File: src/rtl/irpd_pkg.sv
`default_nettype none

package irpd_pkg;

   localparam int unsigned EdgeTimeWidth = 32;
   localparam int unsigned AddressWidth  = 24;
   localparam int unsigned CommandWidth  = 16;
   localparam int unsigned ExtraWidth    = 2;
   localparam int unsigned CountWidth    = 6;
   localparam int unsigned StoreDepth    = 5;
   localparam int unsigned RspDataWidth  = 48;

   localparam logic [EdgeTimeWidth-1:0] GAP_MIN        = 32'd800;
   localparam logic [EdgeTimeWidth-1:0] HDR_A_LO       = 32'd8850;
   localparam logic [EdgeTimeWidth-1:0] HDR_A_HI       = 32'd9150;
   localparam logic [EdgeTimeWidth-1:0] HDR_B_LO       = 32'd13300;
   localparam logic [EdgeTimeWidth-1:0] HDR_B_HI       = 32'd13700;
   localparam logic [EdgeTimeWidth-1:0] ZERO_LO        = 32'd1000;
   localparam logic [EdgeTimeWidth-1:0] ZERO_HI        = 32'd1500;
   localparam logic [EdgeTimeWidth-1:0] ONE_LO         = 32'd2000;
   localparam logic [EdgeTimeWidth-1:0] ONE_HI         = 32'd2500;
   localparam logic [EdgeTimeWidth-1:0] LOCK_A_GAP     = 32'd46600;
   localparam logic [EdgeTimeWidth-1:0] LOCK_B_GAP     = 32'd22000;
   localparam logic [CountWidth-1:0]    FRAME_A_BITS   = 6'd32;
   localparam logic [CountWidth-1:0]    FRAME_B_BITS   = 6'd42;

   localparam logic VARIANT_A = 1'b0;
   localparam logic VARIANT_B = 1'b1;

   typedef enum logic [2:0] {
      PH_IDLE   = 3'd0,
      PH_DATA_A = 3'd1,
      PH_DATA_B = 3'd2,
      PH_LOCK_A = 3'd3,
      PH_LOCK_B = 3'd4
   } phase_type;

   typedef struct packed {
      logic                    valid;
      logic                    frame_variant;
      logic [AddressWidth-1:0] device_address;
      logic [CommandWidth-1:0] key_command;
      logic [ExtraWidth-1:0]   extra_bits;
   } result_type;

endpackage

`default_nettype wire

File: src/rtl/irpd_decode.sv
`default_nettype none

module irpd_decode (
   input  wire                                   clock,
   input  wire                                   reset,
   input  wire                                   step,
   input  wire  [irpd_pkg::EdgeTimeWidth-1:0]    edge_time,
   output irpd_pkg::result_type                  result
);
   import irpd_pkg::*;

   phase_type                 phase_ff, phase_in;
   logic [EdgeTimeWidth-1:0]  prev_ff, prev_in;
   logic [7:0]                partial_ff, partial_in;
   logic [CountWidth-1:0]     count_ff, count_in;
   logic [7:0]                store_ff [StoreDepth];
   logic [7:0]                store_in [StoreDepth];

   logic [EdgeTimeWidth-1:0]  gap;
   logic                      is_zero, is_one;
   logic [CountWidth-1:0]     count_inc;
   logic [7:0]                partial_set;
   logic [2:0]                byte_idx;

   assign gap         = edge_time - prev_ff;
   assign is_zero     = (gap > ZERO_LO) && (gap < ZERO_HI);
   assign is_one      = (gap > ONE_LO) && (gap < ONE_HI);
   assign count_inc   = count_ff + 1'b1;
   assign partial_set = partial_ff | ({7'd0, is_one} << count_ff[2:0]);
   assign byte_idx    = count_inc[CountWidth-1:3] - 3'd1;

   always_comb begin
      phase_in   = phase_ff;
      prev_in    = prev_ff;
      partial_in = partial_ff;
      count_in   = count_ff;
      store_in   = store_ff;
      result     = '0;
      if (step && gap >= GAP_MIN) begin
         case (phase_ff)
            PH_IDLE: begin
               partial_in = '0;
               count_in   = '0;
               for (int i = 0; i < StoreDepth; i++) begin
                  store_in[i] = '0;
               end
               if (gap >= HDR_B_LO && gap <= HDR_B_HI) begin
                  phase_in = PH_DATA_B;
               end else if (gap >= HDR_A_LO && gap <= HDR_A_HI) begin
                  phase_in = PH_DATA_A;
               end
               prev_in = edge_time;
            end
            PH_LOCK_A: begin
               if (gap > LOCK_A_GAP) begin
                  phase_in = PH_IDLE;
                  prev_in  = edge_time;
               end
            end
            PH_LOCK_B: begin
               if (gap > LOCK_B_GAP) begin
                  phase_in = PH_IDLE;
                  prev_in  = edge_time;
               end
            end
            PH_DATA_A, PH_DATA_B: begin
               prev_in = edge_time;
               if (is_zero || is_one) begin
                  count_in = count_inc;
                  if (count_inc[2:0] == 3'd0 && count_inc != '0) begin
                     if (byte_idx < 3'(StoreDepth)) begin
                        store_in[byte_idx] = partial_set;
                     end
                     partial_in = '0;
                  end else begin
                     partial_in = partial_set;
                  end
                  if (phase_ff == PH_DATA_A && count_inc == FRAME_A_BITS) begin
                     result.valid          = 1'b1;
                     result.frame_variant  = VARIANT_A;
                     result.device_address = {8'd0, store_in[0], store_in[1]};
                     result.key_command    = {store_in[2], store_in[3]};
                     result.extra_bits     = '0;
                     phase_in              = PH_LOCK_A;
                  end else if (phase_ff == PH_DATA_B && count_inc == FRAME_B_BITS) begin
                     result.valid          = 1'b1;
                     result.frame_variant  = VARIANT_B;
                     result.device_address = {store_in[2], store_in[1], store_in[0]};
                     result.key_command    = {store_in[4], store_in[3]};
                     result.extra_bits     = partial_set[1:0];
                     phase_in              = PH_LOCK_B;
                  end
               end else begin
                  phase_in = PH_IDLE;
               end
            end
            default: begin
               phase_in = PH_IDLE;
               prev_in  = edge_time;
            end
         endcase
      end
   end

   always_ff @(posedge clock) begin
      if (reset) begin
         phase_ff   <= PH_IDLE;
         prev_ff    <= '0;
         partial_ff <= '0;
         count_ff   <= '0;
         for (int i = 0; i < StoreDepth; i++) begin
            store_ff[i] <= '0;
         end
      end else begin
         phase_ff   <= phase_in;
         prev_ff    <= prev_in;
         partial_ff <= partial_in;
         count_ff   <= count_in;
         store_ff   <= store_in;
      end
   end

endmodule

`default_nettype wire

File: src/rtl/ir_pulse_distance_frame_decoder.sv
// An accepted edge word passes the input register, then the result register, to rsp_.
// Throughput: one edge word per cycle while rsp_ is not stalled; the input register and
// the result register let a new word in while a finished frame waits on rsp_tready.
// Reset (synchronous, active high): decoder idle, previous edge time, bit
// count and stored bytes cleared, both pipeline registers empty.
`default_nettype none

module ir_pulse_distance_frame_decoder (
   input  wire         clock,
   input  wire         reset,
   input  wire         req_tvalid,
   output logic        req_tready,
   input  wire  [31:0] req_tdata,   // [31:0] edge_time
   output logic        rsp_tvalid,
   input  wire         rsp_tready,
   output logic [47:0] rsp_tdata,   // [23:0] device_address, [39:24] key_command,
                                    // [41:40] extra_bits, [47:42] zero
   output logic [0:0]  rsp_tuser    // [0] frame_variant
);
   import irpd_pkg::*;

   logic                     in_valid_ff, in_valid_in;
   logic [EdgeTimeWidth-1:0] in_time_ff;
   logic                     rsp_valid_ff, rsp_valid_in;
   logic [RspDataWidth-1:0]  rsp_data_ff;
   logic                     rsp_variant_ff;
   logic                     advance;
   result_type               result;

   assign advance     = !rsp_valid_ff || rsp_tready;
   assign req_tready  = !in_valid_ff || advance;
   assign in_valid_in = req_tready ? req_tvalid : in_valid_ff;
   assign rsp_valid_in = advance ? result.valid : rsp_valid_ff;

   irpd_decode u_decode (
      .clock     (clock),
      .reset     (reset),
      .step      (in_valid_ff && advance),
      .edge_time (in_time_ff),
      .result    (result)
   );

   always_ff @(posedge clock) begin
      if (reset) begin
         in_valid_ff  <= 1'b0;
         rsp_valid_ff <= 1'b0;
      end else begin
         in_valid_ff  <= in_valid_in;
         rsp_valid_ff <= rsp_valid_in;
      end
   end

   always_ff @(posedge clock) begin
      if (req_tready && req_tvalid) begin
         in_time_ff <= req_tdata;
      end
      if (advance && result.valid) begin
         rsp_data_ff    <= {6'd0, result.extra_bits, result.key_command,
                            result.device_address};
         rsp_variant_ff <= result.frame_variant;
      end
   end

   assign rsp_tvalid = rsp_valid_ff;
   assign rsp_tdata  = rsp_data_ff;
   assign rsp_tuser  = rsp_variant_ff;

endmodule

`default_nettype wire

File: config.mk
export PLATFORM = sky130hd
export DESIGN_NAME = ir_pulse_distance_frame_decoder
export DESIGN_NICKNAME = d
export VERILOG_FILES = /design/src/rtl/irpd_pkg.sv /design/src/rtl/irpd_decode.sv /design/src/rtl/ir_pulse_distance_frame_decoder.sv
export SDC_FILE = /design/constraint.sdc
export NUM_CORES = 1
export LEC_CHECK = 0
export BUFFER_PORTS_ARGS = -buffer_cell sky130_fd_sc_hd__buf_2
export CAP_MARGIN = 40
export CORE_ASPECT_RATIO = 0.9
export CORE_MARGIN = 2
export CORE_UTILIZATION = 47
export CTS_CLUSTER_SIZE = 25
export DETAILED_ROUTE_END_ITERATION = 8
export PLACE_DENSITY = 0.73
export SETUP_SLACK_MARGIN = 0.1
export SYNTH_ARGS = -nofsm -noshare
export SYNTH_HDL_FRONTEND = slang
export SYNTH_SLANG_ARGS = --single-unit
File: constraint.sdc
create_clock -name clock -period 5.44 [get_ports clock]
set_input_delay 1.632 -clock clock [delete_from_list [all_inputs] [get_ports clock]]
set_output_delay 1.632 -clock clock [all_outputs]
set_load 0.02 [all_outputs]
# --- After elaboration in Yosys (flattened, before gate mapping) ---
# Index checks and enable logic that the tools add are counted.
word_totals:
  reg_bits: 166
  out_inout_bits: 51
op_classes:
  n_addsub: 3
  magnitude_cmp: 14
  eq_ne: 11
  shifts: 1
  muxes: 28
  n_bitwise: 6
  n_reduce_logical: 28
ops:
  columns: ["op", "count"]
  rows:
  - ["$mux 44", 5]
  - ["$mux 40", 3]
  - ["$pmux 40 s2", 1]
  - ["$ge 32x14->1 const B", 2]
  - ["$le 32x14->1 const B", 2]
  - ["$mux 32", 2]
  - ["$pmux 32 s2", 1]
  - ["$bwmux 40", 1]
  - ["$ge 32x10->1 const B", 1]
  - ["$gt 32x10->1 const B", 1]
  - ["$gt 32x11->1 const B", 1]
  - ["$gt 32x15->1 const B", 1]
  - ["$gt 32x16->1 const B", 1]
  - ["$lt 32x11->1 const B", 1]
  - ["$lt 32x12->1 const B", 1]
  - ["$sub 32x32->32", 1]
  - ["$demux 8 s3", 1]
  - ["$mux 8", 3]
  - ["$mux 3", 7]
  - ["$pmux 8 s2", 1]
  - ["$eq 6x6->1 const B", 2]
  - ["$logic_and 1x1->1", 12]
  - ["$pmux 3 s4", 1]
  - ["$pmux 6 s2", 1]
  - ["26 further kinds", 38]

# --- Logic depth before layout (Yosys ltp) ---
depth:
  depth_word: 16
  depth_mapped: 18

# --- Hierarchy ---
# From an unflattened synthesis, not the netlist that was laid out.
hier_totals:
  hier_cells: 1027
  area_unflattened_um2: 9585.4
modules_own_cells:
  columns: ["module", "n_inst", "cells_each", "area_each_um2", "seq_area_each_um2"]
  rows:
  - ["irpd_decode", 1, 934, 7175.6, 1781.7]
  - ["ir_pulse_distance_frame_decoder", 1, 93, 2409.8, 2292.2]

# --- Worst setup path before layout ---
# OpenSTA, ideal clock, no wires.
synth_path:
  kind: "register -> register"
  startpoint: "register in_time_ff[0]"
  endpoint: "register rsp_data_ff[0] (netlist: rsp_tdata[0]), enable pin"
  t_arrival_ns: 4.705
  t_required_ns: 5.043
  setup_slack_ns: 0.338
  path_stages_with_launch: 16
  period_less_slack_ns: 5.102
  path_cell_list: "edfxtp_1 > inv_1 > ha_1 > inv_1 > fa_1 > a21o_1 > a221oi_4 > o31a_4 > o41a_4 > xnor2_1 > or4_1 > nor4_1 > nand4b_1 > nor4_4 > nand2_1 > inv_1"
synth_between:
  elab_chain_len: 8
  elab_cells_between_ends: 14
  cone_classes: "add/sub (1); order compare (5); mux (3); reduce/logical (5)"
synth_rtl:
  columns: ["element", "line_no", "rtl"]
  rows:
  - ["start, declared", "ir_pulse_distance_frame_decoder.sv:23", "logic [EdgeTimeWidth-1:0] in_time_ff;"]
  - ["start signal, assigned", "ir_pulse_distance_frame_decoder.sv:55", "in_time_ff <= req_tdata;"]
  - ["$sub 32x32->32 (*)", "irpd_decode.sv:25", "assign gap = edge_time - prev_ff;"]
  - ["$gt 32x10->1, or another cell as far along", "irpd_decode.sv:26", "assign is_zero = (gap > ZERO_LO) && (gap < ZERO_HI);"]
  - ["$logic_and 1x1->1 (on tied branches)", "irpd_decode.sv:26, irpd_decode.sv:27", null]
  - ["$logic_or 1x1->1", "irpd_decode.sv:68", "if (is_zero || is_one) begin"]
  - ["$mux 44", "irpd_decode.sv:68", null]
  - ["$mux 44", "irpd_decode.sv:40", "case (phase_ff)"]
  - ["$mux 44 (*)", "irpd_decode.sv:39", "if (step && gap >= GAP_MIN) begin"]
  - ["$logic_and 1x1->1 (*)", "ir_pulse_distance_frame_decoder.sv:57", "if (advance && result.valid) begin"]
  - ["end signal, assigned", "ir_pulse_distance_frame_decoder.sv:58", "rsp_data_ff <= {6'd0, result.extra_bits, result.key_command,"]
  - ["end, declared", "ir_pulse_distance_frame_decoder.sv:25", "logic [RspDataWidth-1:0] rsp_data_ff;"]
# Every way passes the cells marked *; elsewhere a longest branch is shown, timed or not.
# A chain may end at the register's enable or synchronous reset.

# --- Worst setup path in the final report ---
layout_path:
  startpoint: "register in_time_ff[0]"
  endpoint: "register u_decode.store_ff[7] (netlist bit)"
layout_between:
  elab_chain_len: 10
  elab_cells_between_ends: 19
  cone_classes: "add/sub (1); order compare (5); eq/ne (1); shift (1); mux (5); bitwise (1); reduce/logical (5)"
layout_rtl:
  columns: ["element", "line_no", "rtl"]
  rows:
  - ["$sub 32x32->32 (*)", "irpd_decode.sv:25", null]
  - ["$gt 32x11->1 or $lt 32x12->1 (tied branches)", "irpd_decode.sv:27", "assign is_one = (gap > ONE_LO) && (gap < ONE_HI);"]
  - ["$logic_and 1x1->1", "irpd_decode.sv:27", null]
  - ["$shl 1x3->8", "irpd_decode.sv:29", "assign partial_set = partial_ff | ({7'd0, is_one} << count_ff[2:0]);"]
  - ["$or 8x8->8", "irpd_decode.sv:29", null]
  - ["$bwmux 40", "irpd_decode.sv:72", "store_in[byte_idx] = partial_set;"]
  - ["$mux 40", "irpd_decode.sv:71", "if (byte_idx < 3'(StoreDepth)) begin"]
  - ["$mux 40", "irpd_decode.sv:70", "if (count_inc[2:0] == 3'd0 && count_inc != '0) begin"]
  - ["$mux 40", "irpd_decode.sv:68", null]
  - ["$pmux 40 s2", "irpd_decode.sv:40", null]
  - ["end signal, assigned", "irpd_decode.sv:119", "store_ff <= store_in;"]
  - ["end, declared", "irpd_decode.sv:16", "logic [7:0] store_ff [StoreDepth];"]
# Every way passes the cells marked *; elsewhere a longest branch is shown, timed or not. The select of a mux whose other input is x is not followed.

==> summary.md <==
| Metric | Value |
|---|---|
| Status | `completed` |
| Place WS | `0.278 ns` |
| FMAX | `199 MHz` |
| Critical path launch point type | `flop` |
| Minimum clock period | `5.02 ns` |
| Clock Tree Buf Depth | `2` |
| Post-synthesis compound-gate area fraction | `21.9%` |
| Mux share of post-synthesis cell area | `5.18%` |
| Peak fanout along the critical path | `17` |
| Final period utilization | `92.2%` |
| Vias post-DR | `8838` |
| Most frequent cells in the layout | `nor2_1, dfxtp_1, nand2_1, buf_2, edfxtp_1` |
| Most common cell after layout, fill and taps aside | `nor2_1` |
| Area leader, netlist | `edfxtp_1` |
| Seq/Total Area, Yosys | `40.5%` |
| DR vias/cell | `6.01` |
| Cts hold-fix bufs | `0` |
| Nets | `1244` |
| Initial antenna violation count | `0` |
| Largest family of logic cells by synthesized area | `compound AO/OA/AOI/OAI gates` |
| Worst hold path type | `reg -> reg` |
| Die X | `158 um` |
| Number of max-cap violations | `0` |
| EDFF count, synth | `75` |
| CP max stage cell | `or4b_4` |
| CTS Sinks | `166` |
| Most frequent CP cell | `inv_1` |
| CP cell instances | `inv_1 -> ha_1 -> inv_1 -> fa_1 -> a21o_1 -> a221oi_4 -> or3b_4 -> a211oi_1 -> or4_1 -> a221oi_1 -> or4b_4 -> nor3_4 -> buf_4 -> nor3b_4 -> nand2_1 -> o221ai_1` |
| Netlist cell types | `95` |
| Share of cells above drive strength 1 | `15.4%` |
| Final setup violation count | `0` |
| Number of buffers added on ports | `80` |
| Root Buffer | `clkbuf_16` |
| Reg power frac | `41.9%` |
| Switch Pwr | `1040 uW` |
| Prevailing post-synth register cell | `dfxtp_1` |
| Worst EP arrival | `5.37 ns` |
| Slew Viols, Final | `0` |
| Synth Area in XOR/XNOR | `1.91%` |
| PwrDens | `282 nW/um2` |
| Fin Setup TNS | `0 ns` |
| Clock slew at reported path FFs | `0.08 ns` |
| Mapped Area | `10100 um2` |
| Worst skew pair latency | `0.43 ns` |
| Hold EP | `u_decode.store_ff[25]$_SDFFE_PP0P_` |
| ANT cells | `0` |
| GRT overflow | `0` |
| Sw Ratio | `32.2%` |
| # rows | `50` |
| Slew at the pin with the worst max-slew slack | `0.905 ns` |
| Cts bufs inserted | `17` |
| CP peak stage delay | `0.54 ns` |
| Number of fill cells | `1914` |
| Synth top area cells | `edfxtp_1, dfxtp_1, mux2i_1, nor2_1, ha_1` |
| Routed len/inst | `17.2 um` |
| First-pass GRT wire length | `41.3 mm` |
| Simple-gate area share of the yosys netlist | `20.8%` |
| Die area | `22600 um2` |
| R2r worst-path depth | `16` |
| Vias in the first global route | `8222` |
| Residual DRC | `0` |
| Lkg Pwr | `0.00397 uW` |
| Hold-critical path depth | `1` |
| Core ar. | `20900 um2` |
| Setup crit end kind | `flop` |
| Ys Warns | `0` |
| CTS tree | `yes` |
| Post-route cell area | `11400 um2` |
| Mapped Cells | `1103` |
| Starting density of the core | `48.2%` |
| Area post-placement | `10700 um2` |
| Largest net degree at the start of global routing | `61` |
| Final WL | `25.3 mm` |
| Logic pwr share | `20.3%` |
| I/O pins | `87` |
| Chip Height | `143 um` |
| Area grow syn2layout | `13.4%` |
| Post-layout util | `54.6%` |
| HPWL Detailed | `17.6 mm` |
| Worst setup margin | `0.424 ns` |
| Clk pwr share | `37.8%` |
| Final Hold Vio Count | `0` |
| RSZ-0062 raised after global routing | `no` |
| FF-to-FF Start | `in_time_ff[0]$_DFFE_PP_` |
| GRT Util Overall | `22.7%` |
| Hold Worst Slack | `0.458 ns` |
| P_int | `2180 uW` |
| Asr flop ratio synth | `0%` |
| Reg-to-Reg End | `u_decode.store_ff[7]$_SDFFE_PP0P_` |
| Rel. slew slack | `39.5%` |
| Post-synth top area share | `22.4%` |
| CTS H-Tree Depth | `4` |
| 1st-pass router iterations | `6` |
| R2R setup slack | `0.42 ns` |
| Peak supply drop | `0.179 mV` |
| Kind of critical path | `reg -> reg` |
| Iteration-0 DRC Markers | `911` |
| Setup Skew | `0.0127 ns` |
| Hold Path Origin | `u_decode.store_ff[25]$_SDFFE_PP0P_` |
| Avg Cell Area, Syn | `9.12 um2` |
| ANT nets after route | `0` |
| Flops & latches, synth | `166` |
| Adder-cell share of the synthesized area | `4.55%` |
| Req. time, crit path | `5.79 ns` |
| Gpl congestion | `0.944` |
==> timing repair <==
action                     4_1_cts  5_1_grt
setup endpoints to repair        0       64
resized for setup                0        4
setup buffers                    0        7
hold endpoints to repair         0        0
==> metal layers <==
layer  wire length [um]  GRT usage, %  vias to the layer above  share of wire [%]
met5                  0             0                        -                  0
met4                581          7.92                        0                2.3
met3               1870          4.19                       54                7.4
met2              11000          33.9                      337                 44
met1              11800          32.8                     4181                 47
li1                   -             -                     4266                  -
==> worst max-delay path: cells and delay by family (launching register included) <==
kind,cells,cell delay [ns]
flip-flops,1,0.39
AO/OA/AOI/OAI,5,1.44
buffers and inverters,3,0.31
adder cells (fa/ha/maj),2,0.59
AND/OR/NAND/NOR,6,2.20
==> registers in the layout (all words and copies together), names as in the netlist <==
signal / flops
rsp_tdata: 42
in_time_ff: 32
u_decode.partial_ff: 8
rsp_tuser: 1
u_decode.store_ff: 40
u_decode.phase_ff: 3
u_decode.prev_ff: 32
u_decode.count_ff: 6
rsp_tvalid: 1
in_valid_ff: 1
==> kinds of logic (layout without fill, tap and decap cells) <==
| group | Yosys count | count (layout) |
|---|---|---|
| other | 1 | 6 |
| AND/OR/NAND/NOR | 405 | 405 |
| AO/OA/AOI/OAI | 298 | 298 |
| adder cells (fa/ha/maj) | 36 | 36 |
| XOR/XNOR | 22 | 22 |
| flip-flops | 166 | 166 |
| buffers and inverters | 123 | 200 |
| multiplexers | 52 | 52 |
==> per-stage QoR <==
step / power, uW / instances
6_report: 3220 / 1471
2_1_floorplan: 1860 / 1108
5_1_grt: 3360 / 1471
4_1_cts: 3220 / 1464
3_3_place_gp: 2000 / 1430
3_5_place_dp: 2010 / 1432
==> cell usage after synthesis (14+ instances only) <==
cell,number
a21oi_1,52
and3_1,17
clkbuf_1,37
dfxtp_1,91
edfxtp_1,75
ha_1,35
inv_1,62
mux2i_1,51
nand2_1,82
nand3_1,21
nand4_1,15
nor2_1,136
nor2b_1,14
nor3_1,16
o21ai_0,49
o22ai_1,16
o2bb2ai_1,16
==> power by group through the flow <==
stage	registers (uW)	clock network (uW)	logic [uW]
2_1_floorplan	1370	0	488
3_3_place_gp	1380	0	623
3_5_place_dp	1380	0	630
4_1_cts	1350	1240	637
5_1_grt	1350	1290	725
6_report	1350	1220	654
==> cell type report <==
type	instances	area, um2	area share (%)
flip-flops and latches	166	4070	35.7
clock buffers	17	425	3.73
clock inverters	15	179	1.57
repair buffers	106	616	5.39
multi-input cells	819	5530	48.4
well taps	286	358	3.14
inverters	62	233	2.04
==> worst max path at each step <==
stage | cells past startpoint | slack [ns] | endpoint | start
3_3_place_gp | 13 | 0.35 | rsp_tdata[35]$_SDFFCE_PN0P_ | in_time_ff[9]$_DFFE_PP_
2_1_floorplan | 15 | 0.34 | rsp_tdata[0]$_SDFFCE_PN0P_ | in_time_ff[0]$_DFFE_PP_
6_report | 16 | 0.42 | u_decode.store_ff[7]$_SDFFE_PP0P_ | in_time_ff[0]$_DFFE_PP_
4_1_cts | 15 | 0.22 | u_decode.partial_ff[6]$_SDFFE_PP0P_ | in_time_ff[0]$_DFFE_PP_
5_1_grt | 15 | 0.11 | u_decode.partial_ff[2]$_SDFFE_PP0P_ | in_time_ff[0]$_DFFE_PP_
3_5_place_dp | 15 | 0.28 | u_decode.partial_ff[6]$_SDFFE_PP0P_ | in_time_ff[0]$_DFFE_PP_
Power figures use the tool's default switching activity.
